<file path="src/sv/hpst_fifo.sv">
`timescale 1ns / 1ps
// ----------------------------------------------------------------------------
// hpst_fifo
// Two-entry queue of frame lengths between loader and selector.
// ----------------------------------------------------------------------------
module hpst_fifo #(
  parameter int W = 10
) (
  input  logic         clk,
  input  logic         rst,
  input  logic         push,
  input  logic [W-1:0] push_data,
  input  logic         pop,
  output logic [W-1:0] pop_data,
  output logic         empty
);

  logic [W-1:0] q [2];
  logic         wp;
  logic         rp;
  logic [1:0]   cnt;

  assign empty    = cnt == 2'd0;
  assign pop_data = q[rp];

  always_ff @(posedge clk) begin
    if (push && cnt != 2'd2) begin
      q[wp] <= push_data;
    end
  end

  always_ff @(posedge clk) begin
    if (rst) begin
      wp  <= 1'b0;
      rp  <= 1'b0;
      cnt <= 2'd0;
    end else begin
      if (push && cnt != 2'd2) begin
        wp <= ~wp;
      end
      if (pop && !empty) begin
        rp <= ~rp;
      end
      cnt <= cnt + 2'((push && cnt != 2'd2) ? 1 : 0) - 2'((pop && !empty) ? 1 : 0);
    end
  end

endmodule

</file>
<file path="config.mk">
export PLATFORM = sky130hd
export DESIGN_NAME = hpst_fifo
export DESIGN_NICKNAME = d
export VERILOG_FILES = /design/src/sv/hpst_fifo.sv
export SDC_FILE = /design/constraint.sdc
export NUM_CORES = 1
export LEC_CHECK = 0
export BUFFER_PORTS_ARGS = -buffer_cell sky130_fd_sc_hd__buf_2
export CORE_MARGIN = 1
export CORE_UTILIZATION = 45
export CTS_CLUSTER_DIAMETER = 200
export DETAILED_ROUTE_END_ITERATION = 10
export PLACE_DENSITY = 0.77
export SLEW_MARGIN = 20
export SYNTH_ARGS = -nofsm -noshare
export SYNTH_HDL_FRONTEND = slang
export SYNTH_SLANG_ARGS = --single-unit
</file>
<file path="constraint.sdc">
create_clock -name clk -period 1.47 [get_ports clk]
set_clock_uncertainty 0.05 [all_clocks]
set_input_delay 0.441 -clock clk [delete_from_list [all_inputs] [get_ports clk]]
set_output_delay 0.441 -clock clk [all_outputs]
set_load 0.005 [all_outputs]
</file>
==> reports/summary.json <==
{
  "timing.final.ws_setup": {"value": -248, "unit": "ps"},
  "final_hold_viol_count": {"value": 0},
  "grt_start_max_net_pins": {"value": 14},
  "rsz0062_at_grt": {"value": "yes"},
  "worst_ep_arrival_time": {"value": 1230, "unit": "ps"},
  "drt_first_pass_iters": {"value": 4},
  "mostFrequentLayoutCell": {"value": "sky130_fd_sc_hd__edfxtp_1"},
  "syn_avg_cell_area": {"value": 17.1, "unit": "um2"},
  "violations": {"value": "negative setup slack"},
  "layout_overhead_on_the_synthesized_area": {"value": 46.3, "unit": "%"},
  "finalWorstPathRequiredPeriod": {"value": 1720, "unit": "ps"},
  "cp_top_family": {"value": "flip-flops"},
  "port-buffer-count": {"value": 24},
  "min-delay-path-class": {"value": "input pin to flop"},
  "worst_slew_pin_slew": {"value": 188, "unit": "ps"},
  "worst-path-max-fanout": {"value": 5},
  "synthCells": {"value": 56},
  "route.vias.total": {"value": 571},
  "initial_antenna_violation_count": {"value": 0},
  "timing_worst_setup_path_type": {"value": "flop to output pin"},
  "synthesis.area": {"value": 957, "unit": "um2"},
  "dominant_combinational_cell_family_by_area_after_synthesis": {"value": "multiplexers"},
  "cpMostUsedCell": {"value": "sky130_fd_sc_hd__buf_6"},
  "place_hpwl": {"value": 1.16, "unit": "mm"},
  "height_of_the_die": {"value": 48.1, "unit": "um"},
  "synth_mux_area_share": {"value": 13.3, "unit": "%"},
  "dr_vias_cell": {"value": 4.64},
  "final_core_util": {"value": 70.6, "unit": "%"},
  "ctsHoldBuffers": {"value": 0},
  "wl_met2": {"value": 927, "unit": "um"},
  "cp_num_buf_inv": {"value": 2},
  "cp_data_required_time": {"value": 980, "unit": "ps"},
  "synthDominantAreaCellType": {"value": "sky130_fd_sc_hd__edfxtp_1"},
  "cp-end-kind": {"value": "output pin"},
  "row_count": {"value": 16},
  "m1WireLength": {"value": 663, "unit": "um"},
  "yosysTopAreaCellShare": {"value": 62.7, "unit": "%"},
  "io_pins": {"value": 25},
  "layout_common_cells": {"value": "sky130_fd_sc_hd__edfxtp_1, sky130_fd_sc_hd__buf_2, sky130_fd_sc_hd__buf_6, sky130_fd_sc_hd__mux2_4, sky130_fd_sc_hd__buf_4"},
  "ys_seq_elements": {"value": 25},
  "power_leakage": {"value": 0.573, "unit": "nW"},
  "powerDensity": {"value": 1600, "unit": "mW/mm2"},
  "max_capacitance_violation_count": {"value": 0},
  "grt_pass1_vias": {"value": 558},
  "drcViolationCount": {"value": 0},
  "synth_compound_area_share": {"value": 2.61, "unit": "%"},
  "synthSimpleGateAreaFrac": {"value": 3.79, "unit": "%"},
  "preCtsSetupSlack": {"value": -179, "unit": "ps"},
  "largest_stage_delay_worst_path": {"value": 360, "unit": "ps"},
  "drt_iter0_markers": {"value": 13},
  "yosys_warnings": {"value": 0},
  "worstSetupStartpointType": {"value": "flop"},
  "report.final.slew_viol_count": {"value": 0},
  "overflow": {"value": 0},
  "synth_xor_xnor_area_share": {"value": 2.75, "unit": "%"},
  "cts_buffers": {"value": 3},
  "max_clock_freq": {"value": 582, "unit": "MHz"},
  "core_area": {"value": 0.00198, "unit": "mm2"},
  "post_synthesis_net_count": {"value": 72},
  "setup_viol": {"value": 12},
  "total_routing_resource_utilization_after_global_routing": {"value": 16.0, "unit": "%"},
  "initial_core_util": {"value": 48.3, "unit": "%"},
  "cts.htree.levels": {"value": 1},
  "tritoncts_num_sinks": {"value": 25},
  "layout_worst_path_cycle_share": {"value": 117, "unit": "%"},
  "filler_cell_count": {"value": 137},
  "wl_met3": {"value": 52, "unit": "um"},
  "diodes": {"value": 0},
  "route.top_layer_used": {"value": "met4"},
  "final_net_count": {"value": 113},
  "die_x": {"value": 48.1, "unit": "um"},
  "clock_tree.root_cell": {"value": "sky130_fd_sc_hd__clkbuf_4"},
  "synth_top_cells_by_area": {"value": "sky130_fd_sc_hd__edfxtp_1, sky130_fd_sc_hd__mux2_2, sky130_fd_sc_hd__dfxtp_1"},
  "wire_length_of_the_first_global_routing_pass": {"value": 2.38, "unit": "mm"},
  "worstPathCellList": {"value": "buf_6, mux2_4, buf_6"},
  "synthAdderAreaFrac": {"value": 2.61, "unit": "%"},
  "critPathSlowestCell": {"value": "sky130_fd_sc_hd__dfxtp_2"},
  "tritoncts": {"value": "done"},
  "die_area": {"value": 0.00232, "unit": "mm2"},
  "slew_headroom": {"value": 87.4, "unit": "%"},
  "hold-worst-slack": {"value": 265, "unit": "ps"},
  "cts.clk_slew.worst_paths": {"value": 120, "unit": "ps"},
  "routed_wl": {"value": 1.67, "unit": "mm"},
  "max-clock-path-buffers": {"value": 2},
  "gp_routability_congestion": {"value": 0.643},
  "post_route_cells_drive_above_1_share": {"value": 64.6, "unit": "%"},
  "final.setup.tns": {"value": -2520, "unit": "ps"},
  "yosys.cell_types.count": {"value": 14},
  "antenna_violating_nets_post_route": {"value": 0},
  "status": {"value": "complete, but fails checks"},
  "maximum_ir_drop_on_the_vdd_rail": {"value": 0.00141, "unit": "V"},
  "post-layout-total-power": {"value": 2.24, "unit": "mW"},
  "wire_per_inst": {"value": 13.6, "unit": "um"},
  "clock_latency": {"value": 300, "unit": "ps"},
  "yosysSeqAreaShare": {"value": 73.2, "unit": "%"}
}
## routing by layer
metal | vias to the layer above | track usage (%)
met1 | 275 | 18.1
met3 | 4 | 3.33
met4 | 0 | 6.67
met2 | 13 | 29.2
li1 | 279 | -
met5 | - | 0
## report_power, final
group	switching, mW	leakage, nW	internal [mW]	total (mW)
Sequential	0.0689	0.230	0.913	0.982
Clock	0.181	0.0150	0.106	0.287
Combinational	0.362	0.328	0.607	0.968
## path summary, 6_finish.rpt
path / startpoint / end / slack, ps / cells after the start
worst max register to register: cnt[1] / cnt[1] / -60 / 7
worst min register to register: rp / rp / 480 / 2
worst min-delay path: push_data[3] / q[1][3] / 260 / 1
worst max-delay path: flop / pop_data[8] / -250 / 3
## worst register-to-register path, cell delays in order, from the launching register on
cell,delay [ps]
sky130_fd_sc_hd__dfxtp_4,380
sky130_fd_sc_hd__o21a_4,230
sky130_fd_sc_hd__ha_4,260
sky130_fd_sc_hd__inv_2,30
sky130_fd_sc_hd__ha_4,150
sky130_fd_sc_hd__xor2_2,140
sky130_fd_sc_hd__xnor2_1,150
sky130_fd_sc_hd__nor2_1,50
## flip-flops by register name, summed over array words and instances (netlist names), named ones only
signal and count:
q 20, rp 1, cnt 2, wp 1
## logic make-up after synthesis
kind of cell	Yosys count
buffers and inverters	4
AO/OA/AOI/OAI	2
flip-flops	25
AND/OR/NAND/NOR	9
multiplexers	11
XOR/XNOR	3
adder cells (fa/ha/maj)	2
## final cells by class
class,instances,area (um2),area share (%)
clock buffers,4,26.3,1.88
repair buffers,37,295,21.1
flip-flops and latches,25,709,50.7
multi-input cells,27,324,23.1
inverters,3,11.3,0.804
well taps,27,33.8,2.41
## cells in the mapped netlist, drive strengths merged
cell    count
o21ai       1
ha          2
o21a        1
edfxtp     20
inv         3
xnor2       2
xor2        1
dfxtp       5
nor2b       1
buf         1
nor2        8
mux2       11
## stage by stage
step	area [um2]	std cells
floorplan	991	56
global placement	1210	116
detailed placement	1210	116
CTS	1380	122
global route	1400	123
finish	1400	123
## what timing repair did
item                                   in CTS  in global routing
gates cloned                                0                  0
setup endpoints to repair                  12                 12
buffers inserted                            2                  1
gates resized for setup                    26                  4
endpoints found under the hold margin       0                  0
pin swaps                                   5                  2
(Power assumes the default switching activity.)
