`config.mk`:
```
export PLATFORM = sky130hd
export DESIGN_NAME = hpst_front
export DESIGN_NICKNAME = d
export VERILOG_FILES = /design/src/sv/hpst_pkg.sv /design/src/sv/hpst_front.sv
export SDC_FILE = /design/constraint.sdc
export NUM_CORES = 1
export LEC_CHECK = 0
export BUFFER_PORTS_ARGS = -buffer_cell sky130_fd_sc_hd__buf_2
export CAP_MARGIN = 10
export CELL_PAD_IN_SITES_DETAIL_PLACEMENT = 1
export CELL_PAD_IN_SITES_GLOBAL_PLACEMENT = 1
export CORE_UTILIZATION = 25
export CTS_CLUSTER_DIAMETER = 50
export DETAILED_ROUTE_END_ITERATION = 12
export GPL_TIMING_DRIVEN = 0
export PLACE_DENSITY = 0.76
export SLEW_MARGIN = 20
export SYNTH_ARGS = -nofsm -noshare
export SYNTH_HDL_FRONTEND = slang
export SYNTH_SLANG_ARGS = --single-unit
```
`constraint.sdc`:
```
create_clock -name clk -period 1.6 [get_ports clk]
set_input_delay 0.16 -clock clk [delete_from_list [all_inputs] [get_ports clk]]
set_output_delay 0.16 -clock clk [all_outputs]
set_load 0.01 [all_outputs]
```
`src/sv/hpst_pkg.sv`:
```
`timescale 1ns / 1ps
// ----------------------------------------------------------------------------
// hpst_pkg
// Shared types and constants for the harmonic peak select / THD block.
// ----------------------------------------------------------------------------
package hpst_pkg;

  localparam int FFT_POINTS_DEF = 1024;
  localparam int NUM_PEAKS      = 5;
  localparam int ADDR_MAX_W     = 12;

  localparam logic [17:0] NOISE_FLOOR_RST = 18'd50;
  localparam logic [19:0] SAMPLE_RATE_RST = 20'd86000;
  localparam logic [26:0] THD_SCALE       = 27'd100000000;
  localparam logic [14:0] THD_MAX         = 15'h7fff;

  localparam logic [7:0] REG_NOISE_FLOOR = 8'd0;
  localparam logic [7:0] REG_SAMPLE_RATE = 8'd1;

  typedef struct packed {
    logic [17:0] magnitude;
    logic        last_bin;
  } in_item_t;

  typedef struct packed {
    logic [2:0]  rank;
    logic [8:0]  bin_index;
    logic [18:0] frequency_hz;
    logic [17:0] amplitude;
    logic [14:0] thd_hundredths;
    logic        thd_valid;
    logic        last;
  } out_item_t;

  typedef struct packed {
    logic                  en;
    logic [ADDR_MAX_W-1:0] addr;
    logic [17:0]           data;
  } mem_wr_t;

  typedef struct packed {
    logic scan_busy;
    logic idle;
  } back_stat_t;

endpackage

```
`src/sv/hpst_front.sv`:
```
`timescale 1ns / 1ps
// ----------------------------------------------------------------------------
// hpst_front
// Bin loader: applies the noise floor, writes bins, posts frame lengths.
// ----------------------------------------------------------------------------
module hpst_front import hpst_pkg::*; #(
  parameter int HALF = FFT_POINTS_DEF / 2,
  parameter int AW   = $clog2(HALF),
  parameter int LW   = AW + 1
) (
  input  logic        clk,
  input  logic        rst,
  input  logic        in_valid,
  output logic        in_ready,
  input  in_item_t    in_data,
  input  logic [17:0] noise_floor,
  input  logic        allow,
  output mem_wr_t     wr,
  output logic        push,
  output logic [LW-1:0] push_len
);

  logic [LW-1:0] pos;
  logic          acc;
  logic          room;

  assign in_ready = allow;
  assign acc      = in_valid && in_ready;
  assign room     = pos < LW'(HALF);

  assign wr.en    = acc && room;
  assign wr.addr  = ADDR_MAX_W'(pos[AW-1:0]);
  assign wr.data  = (in_data.magnitude <= noise_floor) ? 18'd0 : in_data.magnitude;
  assign push     = acc && in_data.last_bin;
  assign push_len = room ? pos + LW'(1) : pos;

  always_ff @(posedge clk) begin
    if (rst) begin
      pos <= '0;
    end else if (acc) begin
      if (in_data.last_bin) begin
        pos <= '0;
      end else if (room) begin
        pos <= pos + LW'(1);
      end
    end
  end

endmodule

```
==> results.py, run 1 <==
metrics = {
    "floorplanning": {
        "core_area_um2": 4850,
        "dieArea_um2": 5440,
        "die_x_um": 73.7,
        "io_pins": 84,
        "initial_core_util_pct": 26.5,
        "rows": 25,
        "die_y_um": 73.7,
    },
    "grt": {
        "grt_pass1_wl_um": 7610,
        "grt_pass1_vias": 1571,
        "grt_use_total_pct": 18.2,
        "antenna_found_initial": 0,
        "overflow": 0,
        "grt_max_degree": 11,
    },
    "sta": {
        "fin_skew_ps": 4.06,
        "clock.fmax_mhz": 523,
        "finalMaxSlewViolations": 0,
        "rsz0062_at_grt": "yes",
        "hold_viol_final": 0,
        "fin_ws_ps": -312,
        "min_period_ps": 1910,
        "setup_viol": 18,
        "period_share_pct": 119,
        "maxSlewHeadroom_pct": 56.2,
        "worst_pin_slew_ps": 654,
    },
    "placed_design": {
        "gp_congestion": 0.792,
        "dp_hpwl_um": 3390,
        "port_buffers": 79,
        "placed_cells": 333,
    },
    "run_status": {
        "failed_checks": "setup timing",
        "status": "finished, violations left",
    },
    "worst_hold_path": {
        "hold_path_end": "pos[5]",
        "hold_path_depth": 2,
        "hold_start": "rst",
        "min_path_type": "input port to register",
    },
    "synthesis": {
        "ys_seq_elements": 10,
        "syn_area_per_cell_um2": 6.95,
        "synth_cell_types": 36,
        "synth-main-ff-cell": "dfxtp_1",
        "syn_area_um2": 1290,
        "ys_warn_count": 0,
        "async_reset_ff_share_pct": 0,
        "syn-instance-count": 185,
        "synth_edf_count": 0,
        "seq_area_frac_synth_pct": 15.6,
    },
    "setup_path": {
        "path_class": "input port to output port",
        "reg2reg_slack_ps": 50,
        "crit_path_end_kind": "output port",
        "worstReg2RegStart": "pos[9]",
        "rr_endpoint": "pos[5]",
        "crit_path_start_kind": "input port",
        "worstRegToRegCells": 5,
        "arrival_ps": 1750,
        "path_max_fanout": 5,
        "critPathRequiredTime_ps": 1440,
    },
    "routing": {
        "wl_um": 5670,
        "dr.first_iter.drc_count": 43,
        "drt-pass1-iter-count": 4,
        "route.detailed.drc": 0,
        "wire_per_inst_um": 16.1,
        "via_per_inst": 4.65,
        "num_vias": 1633,
        "ant_nets": 0,
    },
    "layout": {
        "largestRegisters": "pos x10",
        "top_register": "pos",
        "seq_area_um2": 225,
        "multi_input_area_um2": 1460,
        "n_antenna_cell": 0,
        "largest_reg_flops": 10,
        "drive_gt1_share_pct": 72.5,
        "final_nets": 345,
        "fill_cells": 544,
        "stdcell_count": 351,
        "area_growth_pct": 125,
    },
    "cts": {
        "clk_pin_slew_worst_paths_ps": 60,
        "cts_max_level": 1,
        "clockBufferDepth": 2,
        "cts_root_buf": "clkbuf_8",
        "cts_tree": "done",
        "cts_sinks": 10,
        "insertion_delay_ps": 250,
        "numCtsBuffers": 3,
    },
    "pwr": {
        "ir_drop_mv": 0.363,
        "power.leakage_nw": 1.37,
        "power_mw": 1.27,
        "power.density_nw_per_um2": 438,
    },
    "flow_run": {
        "drv_cap": 0,
    },
}
worst max-delay path, stage by stage:
cell	delay (ps)
buf_8	90
inv_12	30
ha_4	260
nand2_4	50
nor4_4	300
buf_4	160
nand4_1	130
buf_4	200
buf_8	140
nand2_4	70
nor2_4	40
buf_6	110
layout make-up:
cell class	instances	area share [%]
multi-input cells	137	50.5
repair buffers	93	27.3
flip-flops and latches	10	7.80
plain buffers	19	6.11
inverters	21	3.51
well taps	67	2.90
clock buffers	4	1.91
through the flow:
| stage | util [%] | setup TNS (ps) | area [um2] | hold slack (ps) | setup slack, ps |
|---|---|---|---|---|---|
| after global placement | 42.9 | -7420 | 2080 | 408 | -526 |
| after detailed placement | 42.9 | -8190 | 2080 | 410 | -569 |
| after global routing | 59.6 | -6790 | 2890 | 147 | -385 |
| after CTS | 54.3 | -3820 | 2630 | 139 | -238 |
| after floorplan | - | -44.3 | 1600 | 343 | -4.43 |
| final | 59.6 | -5320 | 2890 | 141 | -312 |
layer usage:
layer | GRT usage [%] | routed length, um
met1 | 21.3 | 2250
met2 | 33.7 | 3000
met3 | 2.33 | 292
met4 | 6.20 | 122
met5 | 0 | 0
worst max-delay path by stage:
stage,startpoint,endpoint
global placement,noise_floor[3],wr[12]
detailed placement,noise_floor[3],wr[11]
global route,noise_floor[4],wr[1]
CTS,in_data[10],wr[17]
finish,noise_floor[3],wr[10]
floorplan,noise_floor[2],wr[10]
layout by cell type (no fill, tap or decap), types with 8 or more instances in the layout:
| cell type | n |
|---|---|
| nand2_4 | 15 |
| buf_4 | 23 |
| inv_2 | 8 |
| buf_2 | 43 |
| nor2_1 | 12 |
| buf_6 | 36 |
| nor2_4 | 18 |
| inv_1 | 9 |
| ha_4 | 17 |
| a21oi_1 | 11 |
cell usage after synthesis, types with 2 or more instances:
master / number / area, um2
nor2_1: 31 / 116
nand2_1: 26 / 97.6
inv_1: 21 / 78.8
ha_1: 19 / 238
buf_4: 14 / 105
a21oi_1: 11 / 55.1
dfxtp_1: 10 / 200
a22oi_1: 7 / 52.6
xnor2_1: 5 / 43.8
nand3_1: 4 / 20.0
o21ai_0: 4 / 20.0
nor3_1: 3 / 15.0
xor2_1: 3 / 26.3
buf_2: 2 / 10.0
nand3b_1: 2 / 15.0
nor2b_1: 2 / 12.5
nor4_1: 2 / 12.5
kinds of logic after synthesis:
| kind of cell | after synthesis | share of synthesized area, % |
|---|---|---|
| buffers and inverters | 40 | 17.3 |
| DFF | 10 | 15.6 |
| other | 1 | 0.292 |
| xor gates and xnor gates | 8 | 5.45 |
| AOI/OAI and AO/OA | 28 | 13.8 |
| and+or+nand+nor | 78 | 28.2 |
| muxes | 1 | 0.875 |
| adders and majority gates | 19 | 18.5 |
power breakdown:
| part | internal, mW | switching (mW) | total, mW |
|---|---|---|---|
| clock network | 0.218 | 0.121 | 0.339 |
| logic | 0.358 | 0.323 | 0.681 |
| registers | 0.242 | 0.00290 | 0.244 |
| total | 0.818 | 0.447 | 1.27 |
repair_timing:
| action | 4_1_cts | 5_1_grt |
|---|---|---|
| hold buffers | 0 | 0 |
| setup buffers | 8 | 4 |
| resized for setup | 83 | 56 |
| pin swaps | 20 | 20 |
| cloned | 2 | 0 |
| setup endpoints to repair | 26 | 24 |
(Power assumes the default switching activity.)
==> run 2: changes to the inputs <==
--- a/config.mk
+++ b/config.mk
@@ -5,15 +5,17 @@
 export SDC_FILE = /design/constraint.sdc
 export NUM_CORES = 1
 export LEC_CHECK = 0
+export ABC_AREA = 1
 export BUFFER_PORTS_ARGS = -buffer_cell sky130_fd_sc_hd__buf_2
 export CAP_MARGIN = 10
 export CELL_PAD_IN_SITES_DETAIL_PLACEMENT = 1
 export CELL_PAD_IN_SITES_GLOBAL_PLACEMENT = 1
 export CORE_UTILIZATION = 25
 export CTS_CLUSTER_DIAMETER = 50
+export CTS_CLUSTER_SIZE = 14
 export DETAILED_ROUTE_END_ITERATION = 12
 export GPL_TIMING_DRIVEN = 0
-export PLACE_DENSITY = 0.76
+export PLACE_DENSITY = 0.73
 export SLEW_MARGIN = 20
 export SYNTH_ARGS = -nofsm -noshare
 export SYNTH_HDL_FRONTEND = slang
==> run 2 against run 1 <==
Against the previous run:
- the run still ends with setup timing left
- count of clock-buffer cells in the layout fell by 1
- routed wire length down 3.6%
- fmax is 8.1% higher
- non-clock buffer count decreased by 5
- final cell count up 16%
- critical endpoint is now wr[6]
- area after synthesis increased by 19%
- worst hold slack better by 160 ps
==> results.py, run 2 <==
metrics = {
    "flow_run": {
        "drv_cap": 0,
    },
    "placed_design": {
        "place_area_um2": 2030,
        "gp_congestion": 0.783,
        "dp_slack_ps": -210,
        "dp_hpwl_um": 3490,
        "port_buffers": 79,
    },
    "routing": {
        "wire_per_inst_um": 13.5,
        "dr.first_iter.drc_count": 14,
        "ant_nets": 0,
        "wl_um": 5460,
        "num_vias": 1771,
        "drt-pass1-iter-count": 4,
        "via_per_inst": 4.36,
        "route.detailed.drc": 0,
    },
    "floorplanning": {
        "die_y_um": 80.2,
        "io_pins": 84,
        "die_x_um": 80.2,
        "rows": 28,
        "core_area_um2": 5920,
        "initial_core_util_pct": 25.8,
        "dieArea_um2": 6440,
    },
    "setup_path": {
        "crit_path_start_kind": "input port",
        "path_class": "input port to output port",
        "arrival_ps": 1610,
        "crit_path_end_kind": "output port",
        "critPathRequiredTime_ps": 1440,
        "path_max_fanout": 8,
    },
    "synthesis": {
        "synth.area.top_cells": "ha_1 (16%), dfxtp_1 (13%), inv_1 (13%)",
        "syn-instance-count": 235,
        "synth_top_area_share_pct": 15.5,
        "ys_seq_elements": 10,
        "ys_warn_count": 0,
        "synth-main-ff-cell": "dfxtp_1",
        "synth_top_area_cell": "ha_1",
        "syn_area_um2": 1530,
        "synth.most_common_cell": "inv_1",
        "async_reset_ff_share_pct": 0,
        "synth_cell_types": 33,
        "seq_area_frac_synth_pct": 13.1,
        "synth_edf_count": 0,
        "synthTopCellsByCount": "inv_1 (53), nand2_1 (52), ha_1 (19)",
        "syn_area_per_cell_um2": 6.51,
    },
    "cts": {
        "cts_root_buf": "clkbuf_8",
        "cts_tree": "done",
        "insertion_delay_ps": 230,
        "cts_max_level": 1,
        "numCtsBuffers": 3,
        "clk_pin_slew_worst_paths_ps": 50,
        "clockBufferDepth": 2,
        "cts_sinks": 10,
    },
    "worst_hold_path": {
        "min_path_type": "input port to register",
    },
    "grt": {
        "grt_pass1_wl_um": 8350,
        "antenna_found_initial": 0,
        "grt_max_degree": 11,
        "grt_use_total_pct": 16.4,
        "overflow": 0,
        "grt_pass1_vias": 1854,
    },
    "sta": {
        "clock.fmax_mhz": 565,
        "maxSlewHeadroom_pct": 63.5,
        "hold_viol_final": 0,
        "worst_pin_slew_ps": 548,
        "finalMaxSlewViolations": 0,
        "setup_viol": 14,
        "min_period_ps": 1770,
        "fin_ws_ps": -169,
        "fin_skew_ps": 2.39,
        "tns_ps": -1840,
        "period_share_pct": 111,
        "rsz0062_at_grt": "yes",
    },
    "run_status": {
        "failed_checks": "setup timing",
        "status": "finished, violations left",
    },
    "layout": {
        "top_register": "pos",
        "largest_reg_flops": 10,
        "largestRegisters": "pos x10",
        "final_common_cell": "buf_2",
        "drive_gt1_share_pct": 63.4,
        "final_nets": 393,
        "n_antenna_cell": 0,
        "final_cell_mix": "buf_2 (48), nand2_1 (40), inv_1 (38)",
        "area_growth_pct": 79.9,
        "finalInstanceArea_um2": 2750,
    },
    "pwr": {
        "power.density_nw_per_um2": 422,
        "ir_drop_mv": 0.395,
        "power.leakage_nw": 1.42,
    },
}
run 2: changes by cell type in the layout (fill, tap and decap cells not counted), sizes merged, moves of 5 or more:
| cell | before | now |
|---|---|---|
| a22oi | 7 | 0 |
| buf | 111 | 106 |
| inv | 21 | 55 |
| nand2 | 26 | 62 |
| nor2 | 31 | 37 |
| xnor2 | 5 | 0 |
run 2: worst max-delay path: stages:
cell,delay [ps]
buf_2,90
inv_2,40
ha_4,260
nand2_4,60
nor2_4,130
nand2_2,80
nor2_2,90
nor2_2,50
nand2_2,80
nand2_4,70
buf_12,130
buf_12,140
nor2_2,90
buf_2,130
run 2: cells by family after synthesis:
| group | synth area share [%] |
|---|---|
| flops | 13.1 |
| xor+xnor | 1.64 |
| buf+inv | 21.9 |
| simple gates | 40.2 |
| compound gates | 7.36 |
| fa+ha+maj | 15.5 |
| other cells | 0.245 |
run 2: cell type report:
type / count / area (um2)
timing repair buffer: 91 / 724
tap: 75 / 93.8
clock buffer: 3 / 41.3
multi-input combinational: 155 / 1340
buffer: 16 / 125
sequential: 10 / 218
inverter: 56 / 215
fill: 737 / 3170
run 2: where the power goes:
group / total [mW] / internal (mW) / leakage [nW] / switching (mW)
Clock: 0.262 / 0.165 / 0.0216 / 0.0977
Sequential: 0.249 / 0.247 / 0.0856 / 0.00238
Combinational: 0.649 / 0.336 / 1.31 / 0.314
run 2: repair_timing:
action,in CTS,in global routing
pin swaps,32,16
setup buffers,7,5
resized for setup,86,38
endpoints found under the setup margin,21,22
hold buffers,0,0
gates cloned,1,0
run 2: stage by stage:
| step | hold WS (ps) | util [%] | total power, mW | instances |
|---|---|---|---|---|
| global placement | 492 | 34.2 | 0.631 | 391 |
| CTS | 307 | 44.3 | 1.13 | 402 |
| detailed placement | 510 | 34.2 | 0.644 | 391 |
| global route | 336 | 46.5 | 1.23 | 406 |
| finish | 305 | 46.5 | 1.16 | 406 |
| floorplan | 373 | - | 0.506 | 237 |
run 2: layer usage:
metal / up-vias / track usage, % / routed length (um)
li1: 877 / - / -
met1: 839 / 16.4 / 2020
met2: 51 / 35.6 / 3140
met3: 4 / 2.16 / 229
met4: 0 / 1.61 / 66
met5: - / 0 / 0
run 2: final timing paths:
| path | startpoint | cells past startpoint | end | slack, ps |
|---|---|---|---|---|
| max | noise_floor[16] | 14 | wr[6] | -170 |
| min | in_data[0] | 4 | pos[1] | 310 |
| min reg2reg | pos[6] | 2 | pos[6] | 500 |
| max reg2reg | pos[0] | 7 | pos[4] | 260 |
==> run 3: changes to the inputs <==
--- a/config.mk
+++ b/config.mk
@@ -10,6 +10,7 @@
 export CAP_MARGIN = 10
 export CELL_PAD_IN_SITES_DETAIL_PLACEMENT = 1
 export CELL_PAD_IN_SITES_GLOBAL_PLACEMENT = 1
+export CORE_ASPECT_RATIO = 1.25
 export CORE_UTILIZATION = 25
 export CTS_CLUSTER_DIAMETER = 50
 export CTS_CLUSTER_SIZE = 14
==> run 3 against run 2 <==
Against the previous run:
- the flow still finishes with violations (setup timing)
- fmax shrank 2.0%
- power rose by 5.2%
- sequential cell count unchanged
- clock power increased by 4%
- clock skew is 0.60 ps lower
- first-iteration DRC count grew 100%
- routed wire length rose by 9.1%
- sequential power is essentially flat
- largest cell class unchanged
==> results.py, run 3 (same netlist as run 2, synthesis figures left out) <==
metrics = {
    "run_status": {
        "status": "finished, violations left",
        "failed_checks": "setup timing",
    },
    "setup_path": {
        "critPathSlowestCell": "ha_4",
        "worstRegToRegCells": 7,
        "arrival_ps": 1640,
        "max_stage_delay_ps": 290,
        "reg2reg_slack_ps": 330,
        "rr_endpoint": "pos[4]",
        "path_max_fanout": 5,
        "crit_path_end_kind": "output port",
        "crit_path_start_kind": "input port",
        "path_class": "input port to output port",
        "startpoint": "in_data[18]",
        "worstReg2RegStart": "pos[0]",
        "crit_path_cell_trace": "buf_2, ha_4, nand2_4, a21oi_1, nor2_1, nand2_1, nor2_2, nand2_2, nand2_4, buf_12, buf_12, nor2_4, buf_6",
        "critPathCapture": "wr[16]",
        "critPathRequiredTime_ps": 1440,
    },
    "grt": {
        "grt_max_degree": 11,
        "grt-busiest-layer": "met2",
        "met3_usage_pct": 2.93,
        "grt_use_total_pct": 17.6,
        "overflow": 0,
        "grt_pass1_wl_um": 8730,
        "antenna_found_initial": 0,
        "grt.met1_usage_pct": 15.5,
        "gr-usage-met2_pct": 38.8,
        "grt_pass1_vias": 1891,
    },
    "sta": {
        "maxSlewHeadroom_pct": 65.9,
        "timing.hold.ws_ps": 288,
        "clock.fmax_mhz": 554,
        "rsz0062_at_grt": "yes",
        "fin_skew_ps": 1.78,
        "setup_viol": 18,
        "worst_pin_slew_ps": 512,
        "min_period_ps": 1800,
        "hold_viol_final": 0,
        "period_share_pct": 113,
        "fin_ws_ps": -205,
        "finalMaxSlewViolations": 0,
    },
    "routing": {
        "wl_um": 5960,
        "wire_per_inst_um": 14.5,
        "num_vias": 1792,
        "via_per_inst": 4.36,
        "ant_nets": 0,
        "dr.first_iter.drc_count": 28,
        "route.detailed.drc": 0,
        "drt-pass1-iter-count": 4,
    },
    "layout": {
        "final_nets": 391,
        "final_common_cell": "nand2_1",
        "largestRegisters": "pos x10",
        "final_cell_mix": "nand2_1 (41), buf_2 (38), inv_1 (35), buf_6 (35)",
        "top_register": "pos",
        "n_antenna_cell": 0,
        "area_growth_pct": 85.7,
        "multi_input_area_um2": 1380,
        "fill_cells": 709,
        "utilization_pct": 48.5,
        "drive_gt1_share_pct": 64.7,
        "largest_reg_flops": 10,
        "seq_area_um2": 219,
    },
    "placed_design": {
        "dp_slack_ps": -210,
        "port_buffers": 79,
        "gp_congestion": 0.761,
        "dp_hpwl_um": 3450,
    },
    "floorplanning": {
        "initial_core_util_pct": 26.1,
        "dieArea_um2": 6440,
        "die_x_um": 72.0,
        "core_area_um2": 5860,
        "io_pins": 84,
        "rows": 31,
        "die_y_um": 89.5,
    },
    "pwr": {
        "power.density_nw_per_um2": 430,
        "ir_drop_mv": 0.295,
        "power.leakage_nw": 1.43,
    },
    "cts": {
        "clk_pin_slew_worst_paths_ps": 50,
        "holdBufCountCts": 0,
        "cts_max_level": 1,
        "clockBufferDepth": 2,
        "cts_root_buf": "clkbuf_8",
        "cts_tree": "done",
        "insertion_delay_ps": 240,
        "numCtsBuffers": 3,
        "cts_sinks": 10,
    },
    "flow_run": {
        "drv_cap": 0,
    },
    "worst_hold_path": {
        "min_path_type": "input port to register",
    },
}
## run 3: cell count changes in the layout (fill, tap and decap cells not counted), moves of 4 or more
cell,previous run,this run
buf_2,48,38
buf_6,29,35
nand2_2,15,11
nor2_4,20,24
## run 3: what timing repair did
action,in CTS,in global routing
gates cloned,1,0
setup endpoints to repair,22,22
resized for setup,68,76
pin swaps,27,34
setup buffers,8,2
## run 3: worst min-delay path by stage
stage / from / end / slack, ps / cells after the start
2_1_floorplan: in_data[0] / pos[7] / 370 / 3
3_3_place_gp: pos[8] / pos[8] / 490 / 2
3_5_place_dp: pos[7] / pos[7] / 520 / 2
4_1_cts: in_data[0] / pos[1] / 290 / 4
5_1_grt: in_data[0] / pos[7] / 310 / 4
6_report: in_data[0] / pos[7] / 290 / 4
## run 3: power breakdown
part	internal [mW]	leakage, nW	total (mW)	switching [mW]
combinational	0.362	1.33	0.702	0.340
clock	0.166	0.0216	0.272	0.106
sequential	0.247	0.0861	0.248	0.00171
## run 3: routing by layer
layer | wire length [um] | part of all wire (%)
met5 | 0 | 0
met4 | 171 | 2.9
met2 | 3570 | 60
met1 | 1940 | 32
met3 | 279 | 4.7
## run 3: per-stage QoR
step                power (mW)  instances  area [um2]  setup TNS, ps
floorplan                0.506        237        1540              0
global placement         0.632        398        2040          -1800
detailed placement       0.645        398        2040          -2340
CTS                       1.11        410        2580          -1800
global route              1.29        411        2840          -3810
finish                    1.22        411        2840          -2520
## run 3: critical path: cells and delay by family
kind | cells | cell delay (ps)
and+or+nand+nor | 7 | 530
adders and majority gates | 1 | 290
AOI/OAI and AO/OA | 1 | 150
buffers and inverters | 4 | 520
## run 3: layout make-up
| type | instances | share of cell area (%) |
|---|---|---|
| plain buffers | 16 | 4.40 |
| clock buffers | 3 | 1.45 |
| inverters | 56 | 7.66 |
| multi-input cells | 155 | 48.5 |
| flip-flops and latches | 10 | 7.71 |
| well taps | 82 | 3.61 |
| repair buffers | 89 | 26.6 |
